$ cat config.mk
export PLATFORM = sky130hd
export DESIGN_NAME = add_rotate_cbc_cipher
export DESIGN_NICKNAME = d
export VERILOG_FILES = /design/src/rtl/arc_pkg.sv /design/src/rtl/arc_alu.sv /design/src/rtl/arc_key_store.sv /design/src/rtl/add_rotate_cbc_cipher.sv
export SDC_FILE = /design/constraint.sdc
export NUM_CORES = 2
export LEC_CHECK = 0
export BUFFER_PORTS_ARGS = -buffer_cell sky130_fd_sc_hd__buf_2
export CORE_MARGIN = 4
export CORE_UTILIZATION = 45
export CTS_CLUSTER_DIAMETER = 150
export CTS_CLUSTER_SIZE = 25
export DETAILED_ROUTE_END_ITERATION = 12
export PLACE_DENSITY = 0.7
export SLEW_MARGIN = 10
export SYNTH_ARGS = -nofsm -noshare
export SYNTH_HDL_FRONTEND = slang
export SYNTH_SLANG_ARGS = --single-unit
$ cat constraint.sdc
create_clock -name clk_i -period 7.3 [get_ports clk_i]
set_clock_uncertainty 0.05 [all_clocks]
set_input_delay 0 -clock clk_i [delete_from_list [all_inputs] [get_ports clk_i]]
set_output_delay 0 -clock clk_i [all_outputs]
set_load 0.01 [all_outputs]
$ cat src/rtl/arc_pkg.sv
// shared codes, widths and types for the add-rotate cbc cipher
`timescale 1ns / 1ps
`default_nettype none

package arc_pkg;

  localparam int WordW = 32;
  localparam int DataW = 64;

  localparam logic [1:0] OP_ENC = 2'd0;
  localparam logic [1:0] OP_DEC = 2'd1;
  localparam logic [1:0] OP_KEY = 2'd2;

  localparam logic [1:0] KIND_BLOCK = 2'd0;
  localparam logic [1:0] KIND_WORD  = 2'd1;
  localparam logic [1:0] KIND_BYTE  = 2'd2;

  localparam logic [WordW-1:0] BYTE_MASK = 32'h0000_00FF;

  typedef struct packed {
    logic       inverse;
    logic [4:0] amt;
  } alu_ctl_t;

endpackage

`default_nettype wire

$ cat src/rtl/arc_alu.sv
// shared add-rotate / rotate-subtract unit
`timescale 1ns / 1ps
`default_nettype none

module arc_alu import arc_pkg::*; (
  input  wire logic [WordW-1:0] a_i,
  input  wire logic [WordW-1:0] k_i,
  input  wire logic [WordW-1:0] c_i,
  input  wire alu_ctl_t         ctl_i,
  output logic      [WordW-1:0] r_o
);

  logic [WordW-1:0]   sum;
  logic [2*WordW-1:0] dbl_l;
  logic [2*WordW-1:0] dbl_r;
  logic [WordW-1:0]   rot_r;

  always_comb begin
    sum   = a_i + k_i + c_i;
    dbl_l = {sum, sum} << ctl_i.amt;
    dbl_r = {a_i, a_i} >> ctl_i.amt;
    rot_r = dbl_r[WordW-1:0];
    if (ctl_i.inverse) begin
      r_o = rot_r - k_i - c_i;
    end else begin
      r_o = dbl_l[2*WordW-1:WordW];
    end
  end

endmodule

`default_nettype wire

$ cat src/rtl/arc_key_store.sv
// round key memory, one write and one registered read port
`timescale 1ns / 1ps
`default_nettype none

module arc_key_store import arc_pkg::*; #(
  parameter int Depth = 20,
  parameter int AddrW = 5
) (
  input  wire logic             clk_i,
  input  wire logic             we_i,
  input  wire logic [AddrW-1:0] waddr_i,
  input  wire logic [WordW-1:0] wdata_i,
  input  wire logic [AddrW-1:0] raddr_i,
  output logic      [WordW-1:0] rdata_o
);

  logic [WordW-1:0] mem [Depth];
  logic [WordW-1:0] rdata_q;

  always_ff @(posedge clk_i) begin
    if (we_i) begin
      mem[waddr_i] <= wdata_i;
    end
    rdata_q <= mem[raddr_i];
  end

  assign rdata_o = rdata_q;

endmodule

`default_nettype wire

$ cat src/rtl/add_rotate_cbc_cipher.sv
// top level: sequencer, chaining state and output register of the cipher
//
// input channel: in_valid_i / in_ready_o with operation, packet_start,
// unit_kind, key_slot and data_in. output channel: out_valid_o /
// out_ready_i with data_out and out_kind.
// a key load is taken while idle and gives no result.
// an encrypt unit, or a block decrypt, runs 2*(ROUND_KEY_COUNT/2) steps
// of the shared add-rotate unit, one round key read per step. a tail word
// or byte decrypt first sums the odd keys, ROUND_KEY_COUNT/2 more steps.
// in_ready_o is high only while the sequencer is idle; one unit is in
// work at a time.
// the result sits in an output register; if the receiver stalls, the
// finished unit waits in its last state until the register frees, while
// a unit already shown stays put until its transfer.
// reset clears both chaining words and the control state; round keys
// are undefined until loaded.
`timescale 1ns / 1ps
`default_nettype none

module add_rotate_cbc_cipher import arc_pkg::*; #(
  parameter int ROUND_KEY_COUNT = 20
) (
  input  wire logic             clk_i,
  input  wire logic             rst_ni,
  input  wire logic             in_valid_i,
  output logic                  in_ready_o,
  input  wire logic [1:0]       operation_i,
  input  wire logic             packet_start_i,
  input  wire logic [1:0]       unit_kind_i,
  input  wire logic [4:0]       key_slot_i,
  input  wire logic [DataW-1:0] data_in_i,
  output logic                  out_valid_o,
  input  wire logic             out_ready_i,
  output logic      [DataW-1:0] data_out_o,
  output logic      [1:0]       out_kind_o
);

  localparam int KW          = $clog2(ROUND_KEY_COUNT);
  localparam int ROUND_PAIRS = ROUND_KEY_COUNT / 2;
  localparam logic [KW-1:0] LAST_STEP = KW'(2 * ROUND_PAIRS - 1);
  localparam logic [KW-1:0] SUM_LAST  = KW'(ROUND_PAIRS - 1);

  localparam logic [1:0] ST_IDLE = 2'd0;
  localparam logic [1:0] ST_SUM  = 2'd1;
  localparam logic [1:0] ST_RUN  = 2'd2;
  localparam logic [1:0] ST_FIN  = 2'd3;

  logic [1:0]       state_q, state_d;
  logic [KW-1:0]    step_q, step_d;
  logic             enc_q, enc_d;
  logic [1:0]       kind_q, kind_d;
  logic [WordW-1:0] x_q, x_d;
  logic [WordW-1:0] y_q, y_d;
  logic [WordW-1:0] save_lo_q, save_lo_d;
  logic [WordW-1:0] save_hi_q, save_hi_d;
  logic [WordW-1:0] chain_lo_q, chain_lo_d;
  logic [WordW-1:0] chain_hi_q, chain_hi_d;
  logic             out_valid_q, out_valid_d;
  logic [DataW-1:0] out_data_q, out_data_d;
  logic [1:0]       out_kind_q, out_kind_d;

  logic             in_fire;
  logic             is_unit;
  logic             slot_ok;
  logic             key_we;
  logic             dest_y;
  logic [WordW-1:0] cl, ch;
  logic [WordW-1:0] d_lo, d_hi;
  logic [WordW-1:0] alu_a, alu_c, alu_r;
  logic [WordW-1:0] key;
  logic [KW-1:0]    raddr;
  alu_ctl_t         alu_ctl;

  assign in_ready_o = (state_q == ST_IDLE);
  assign in_fire    = in_valid_i && in_ready_o;
  assign is_unit    = (operation_i == OP_ENC || operation_i == OP_DEC)
                    && (unit_kind_i inside {KIND_BLOCK, KIND_WORD, KIND_BYTE});
  assign slot_ok    = {2'b00, key_slot_i} < 7'(ROUND_KEY_COUNT);
  assign key_we     = in_fire && (operation_i == OP_KEY) && slot_ok;

  assign cl   = packet_start_i ? '0 : chain_lo_q;
  assign ch   = packet_start_i ? '0 : chain_hi_q;
  assign d_lo = data_in_i[WordW-1:0];
  assign d_hi = data_in_i[DataW-1:WordW];

  assign dest_y = enc_q ? step_q[0] : ~step_q[0];

  arc_key_store #(
    .Depth (ROUND_KEY_COUNT),
    .AddrW (KW)
  ) u_keys (
    .clk_i   (clk_i),
    .we_i    (key_we),
    .waddr_i (KW'(key_slot_i)),
    .wdata_i (d_lo),
    .raddr_i (raddr),
    .rdata_o (key)
  );

  arc_alu u_alu (
    .a_i   (alu_a),
    .k_i   (key),
    .c_i   (alu_c),
    .ctl_i (alu_ctl),
    .r_o   (alu_r)
  );

  // operand selection for the shared unit
  always_comb begin
    alu_a           = y_q;
    alu_c           = '0;
    alu_ctl.inverse = 1'b0;
    alu_ctl.amt     = '0;
    if (state_q == ST_RUN) begin
      alu_a           = dest_y ? y_q : x_q;
      alu_ctl.inverse = ~enc_q;
      case (kind_q)
        KIND_BLOCK: alu_ctl.amt = dest_y ? x_q[4:0] : y_q[4:0];
        KIND_WORD:  alu_ctl.amt = dest_y ? 5'd0 : y_q[4:0];
        KIND_BYTE:  alu_c       = dest_y ? '0 : y_q;
        default:    alu_ctl.amt = '0;
      endcase
    end
  end

  // key prefetch address for the step that comes next
  always_comb begin
    if (state_d == ST_SUM) begin
      raddr = (step_d << 1) | KW'(1);
    end else if (enc_d) begin
      raddr = step_d;
    end else begin
      raddr = LAST_STEP - step_d;
    end
  end

  always_comb begin
    state_d     = state_q;
    step_d      = step_q;
    enc_d       = enc_q;
    kind_d      = kind_q;
    x_d         = x_q;
    y_d         = y_q;
    save_lo_d   = save_lo_q;
    save_hi_d   = save_hi_q;
    chain_lo_d  = chain_lo_q;
    chain_hi_d  = chain_hi_q;
    out_valid_d = out_valid_q && !out_ready_i;
    out_data_d  = out_data_q;
    out_kind_d  = out_kind_q;

    case (state_q)
      ST_IDLE: begin
        if (in_fire && is_unit) begin
          enc_d      = (operation_i == OP_ENC);
          kind_d     = unit_kind_i;
          step_d     = '0;
          chain_lo_d = cl;
          chain_hi_d = ch;
          save_lo_d  = d_lo;
          save_hi_d  = d_hi;
          y_d        = ch;
          state_d    = ST_RUN;
          case (unit_kind_i)
            KIND_BLOCK: begin
              x_d = (operation_i == OP_ENC) ? (d_lo ^ cl) : d_lo;
              y_d = (operation_i == OP_ENC) ? (d_hi ^ ch) : d_hi;
            end
            KIND_WORD: begin
              x_d = (operation_i == OP_ENC) ? (d_lo ^ cl) : d_lo;
              if (operation_i == OP_DEC) begin
                state_d = ST_SUM;
              end
            end
            default: begin
              x_d       = ((operation_i == OP_ENC) ? (d_lo ^ cl) : d_lo) & BYTE_MASK;
              save_lo_d = d_lo & BYTE_MASK;
              if (operation_i == OP_DEC) begin
                state_d = ST_SUM;
              end
            end
          endcase
        end
      end
      ST_SUM: begin
        y_d = alu_r;
        if (step_q == SUM_LAST) begin
          chain_hi_d = alu_r;
          step_d     = '0;
          state_d    = ST_RUN;
        end else begin
          step_d = step_q + KW'(1);
        end
      end
      ST_RUN: begin
        if (dest_y) begin
          y_d = alu_r;
        end else begin
          x_d = (kind_q == KIND_BYTE) ? (alu_r & BYTE_MASK) : alu_r;
        end
        if (step_q == LAST_STEP) begin
          state_d = ST_FIN;
        end else begin
          step_d = step_q + KW'(1);
        end
      end
      default: begin
        if (!out_valid_q || out_ready_i) begin
          out_valid_d = 1'b1;
          out_kind_d  = kind_q;
          state_d     = ST_IDLE;
          case (kind_q)
            KIND_BLOCK: begin
              if (enc_q) begin
                out_data_d = {y_q, x_q};
                chain_lo_d = x_q;
                chain_hi_d = y_q;
              end else begin
                out_data_d = {y_q ^ chain_hi_q, x_q ^ chain_lo_q};
                chain_lo_d = save_lo_q;
                chain_hi_d = save_hi_q;
              end
            end
            KIND_WORD: begin
              if (enc_q) begin
                out_data_d = {32'd0, x_q};
                chain_lo_d = x_q;
                chain_hi_d = y_q;
              end else begin
                out_data_d = {32'd0, x_q ^ chain_lo_q};
                chain_lo_d = save_lo_q;
              end
            end
            default: begin
              if (enc_q) begin
                out_data_d = {56'd0, x_q[7:0]};
                chain_lo_d = x_q;
                chain_hi_d = y_q;
              end else begin
                out_data_d = {56'd0, x_q[7:0] ^ chain_lo_q[7:0]};
                chain_lo_d = save_lo_q;
              end
            end
          endcase
        end
      end
    endcase
  end

  always_ff @(posedge clk_i or negedge rst_ni) begin
    if (!rst_ni) begin
      state_q     <= ST_IDLE;
      step_q      <= '0;
      enc_q       <= 1'b0;
      kind_q      <= KIND_BLOCK;
      chain_lo_q  <= '0;
      chain_hi_q  <= '0;
      out_valid_q <= 1'b0;
    end else begin
      state_q     <= state_d;
      step_q      <= step_d;
      enc_q       <= enc_d;
      kind_q      <= kind_d;
      chain_lo_q  <= chain_lo_d;
      chain_hi_q  <= chain_hi_d;
      out_valid_q <= out_valid_d;
    end
  end

  always_ff @(posedge clk_i) begin
    x_q        <= x_d;
    y_q        <= y_d;
    save_lo_q  <= save_lo_d;
    save_hi_q  <= save_hi_d;
    out_data_q <= out_data_d;
    out_kind_q <= out_kind_d;
  end

  assign out_valid_o = out_valid_q;
  assign data_out_o  = out_data_q;
  assign out_kind_o  = out_kind_q;

endmodule

`default_nettype wire

==> results.toml <==
[logic_synthesis]
seq_area_frac_synth_pct = 55.63
synth_fp_nets = 4651
synth_top_family_by_area = "compound AO/OA/AOI/OAI gates"
synth-simple-area-share_pct = 13.59
synth_top_area_cell = "edfxtp_1"
synth_area_mm2 = 0.04955
synthMostInstantiatedCell = "edfxtp_1"
ys_types = 91
syn_inst = 4442
synth-edff-count = 834
synthXorXnorAreaFrac_pct = 3.283
syn_area_per_cell_um2 = 11.15
synth-seq-cells = 941
synthMuxAreaShare_pct = 5.947
synth_top_area_share_pct = 50.55
synth-warning-count = 0
synthTopCellsByArea = "edfxtp_1 51%, nand2_1 5.6%, dfrtp_1 3.8%"
async_flop_share_pct = 7.970
synth-compound-area-share_pct = 13.94
synthAdderAreaFrac_pct = 4.248
synth_ff_type = "edfxtp_1"
synth_top_cells_by_count = "834 x edfxtp_1, 737 x nand2_1, 287 x nor2_1"

[finish]
area.growth.synth_to_final_pct = 11.72
fillers = 9582
drive_gt1_share_pct = 12.09
design_area_mm2 = 0.05535
final_util_pct = 50.71
regArea_mm2 = 0.02757
nNetsFinal = 4862
multiInputGateArea_mm2 = 0.02066

[floorplanning]
die-area_mm2 = 0.1155
fp.dieW_um = 339.8
ioPinCount = 146
die_y_um = 339.8
core_area_mm2 = 0.1092
rows = 121
initial_core_util_pct = 45.39

[clocking]
cts-root-buf = "clkbuf_16"
cts_tree = "built"
path_clk_slew_ps = 110
cts-htree-levels = 2
cts_made_buffers = 45
clkSinkCount = 941
ctsLongestPathBuffers = 3
worstSkewPairLatency_ps = 680

[placement]
port_buffers = 145
placed_area_mm2 = 0.05306
hpwl_um = 120700
routabilityCongestion = 1.030

[status]
status = "finished, final reports clean"

[worst_setup_path]
worstRegToRegCells = 25
start_kind = "flop"
cp_max_fo = 23
cp-end-kind = "flop"
criticalPathCategory = "reg -> reg"
cp.arrival_ps = 7470
required_ps = 7770

[detailed_routing]
drtIter0Drc = 4536
vias = 37490
dr.pass1.iters = 7
ant_nets = 0
viasPerCell = 6.081
drc = 0
wirelength_um = 170700
avgRoutedWirePerCell_um = 27.69

[global_route]
grt_pass1_wl_um = 247100
overflow = 0
antenna_found_initial = 10
grt_pass1_vias = 35675
grt_max_degree = 117
gr-usage-all-layers_pct = 28.79

[sta]
relSlewSlack_pct = 25.69
final-max-slew-violation-count = 0
rsz0062_at_grt = "no"
period_needed_ps = 6997
worstMarginPinSlew_ps = 1112
timing.setup.tns_ps = 0
hold_viol = 0
setup_viol = 0
clock.fmax_mhz = 142.9
post-route-period-util_pct = 95.84

[job]
cap_violations = 0

[worst_hold_path]
hp-class = "in -> reg"
hold_depth = 2
per-stage QoR:
step	cells	worst slack (ps)	hold slack (ps)
after global placement	5993	458.1	-77.32
after floorplan	4442	893.1	-345.6
final	6165	303.3	16.84
after global routing	6164	55.02	15.99
after detailed placement	5993	477.2	-69.29
after CTS	6164	418.1	4.767
state kept, by name (all words and copies together) (netlist names):
| name | cells |
|---|---|
| chain_hi_q | 32 |
| out_kind_o | 2 |
| chain_lo_q | 32 |
| u_keys.mem | 640 |
| save_hi_q | 32 |
| kind_q | 2 |
| step_q | 5 |
| x_q | 32 |
| data_out_o | 64 |
| u_keys.rdata_o | 32 |
| y_q | 32 |
| enc_q | 1 |
| state_q | 2 |
| save_lo_q | 32 |
| out_valid_o | 1 |
layout by cell type (no fill, tap or decap), types with 88 or more instances in the layout:
cell type        n
nor2_1         261
nand2_1        733
dlygate4sd3_1   88
a211oi_1       157
a21oi_1        191
a311oi_1       131
buf_4          211
edfxtp_1       834
buf_2          144
xnor2_1        113
nor2b_1         89
and2_1         118
o21ai_0        229
nand3_1         88
mux2i_1        175
inv_1          129
final cells by class:
class | count | share of cell area, %
clock buffer | 74 | 2.269
antenna | 1 | 0.004521
multi-input combinational | 3081 | 37.33
clock inverter | 8 | 0.2260
tap | 1476 | 3.336
sequential | 941 | 49.80
timing repair buffer | 454 | 6.153
inverter | 130 | 0.8816
timing repair:
item                       4_1_cts  5_1_grt
hold endpoints to repair       827        0
setup endpoints to repair        0        4
gates resized for setup          0        1
hold buffers                    89        0
setup buffers                    0        0
worst paths after layout:
check | from | end | slack [ps]
min in group asynchronous | rst_ni | chain_hi_q[3] | 330
max in group asynchronous | rst_ni | enc_q | 6090
setup / recovery | step_q[0] | y_q[28] | 300
hold reg to reg | chain_lo_q[23] | chain_lo_q[23] | 450
hold / removal | data_in_i[53] | save_hi_q[21] | 20
setup reg to reg | step_q[0] | y_q[28] | 300
worst max-delay path, cell delays in order (launching register included):
cell and delay, ps:
dfrtp_1 600, xor2_4 270, buf_4 370, mux2i_4 640
buf_4 260, a211oi_1 80, a31oi_1 510, nand2_1 110
nand2_1 120, mux2i_1 110, nor2_1 100, nor2_1 80
fa_1 470, ha_1 350, or3_1 140, a31oi_1 100
or3b_2 470, a31o_2 270, a31oi_1 360, o41a_1 290
and4_1 210, a21oi_1 60, nor2b_1 150, xnor2_1 340
o22ai_1 150, a21oi_1 160
cells by family after synthesis:
| group | after synthesis |
|---|---|
| adder cells (fa/ha/maj) | 131 |
| multiplexers | 246 |
| XOR/XNOR | 184 |
| flip-flops | 941 |
| buffers and inverters | 420 |
| AO/OA/AOI/OAI | 1018 |
| AND/OR/NAND/NOR | 1502 |
layer usage:
metal	global-route usage [%]	vias up	part of all wire, %
met5	0	-	0.017
met4	12.03	4	4.9
met3	3.980	358	8.5
met2	45.35	1833	45
met1	40.28	18624	41
li1	-	16671	-
Power is left out: the tool's default activity adds up to more than one toggle a clock period on the data nets, which glitch-free logic cannot reach.
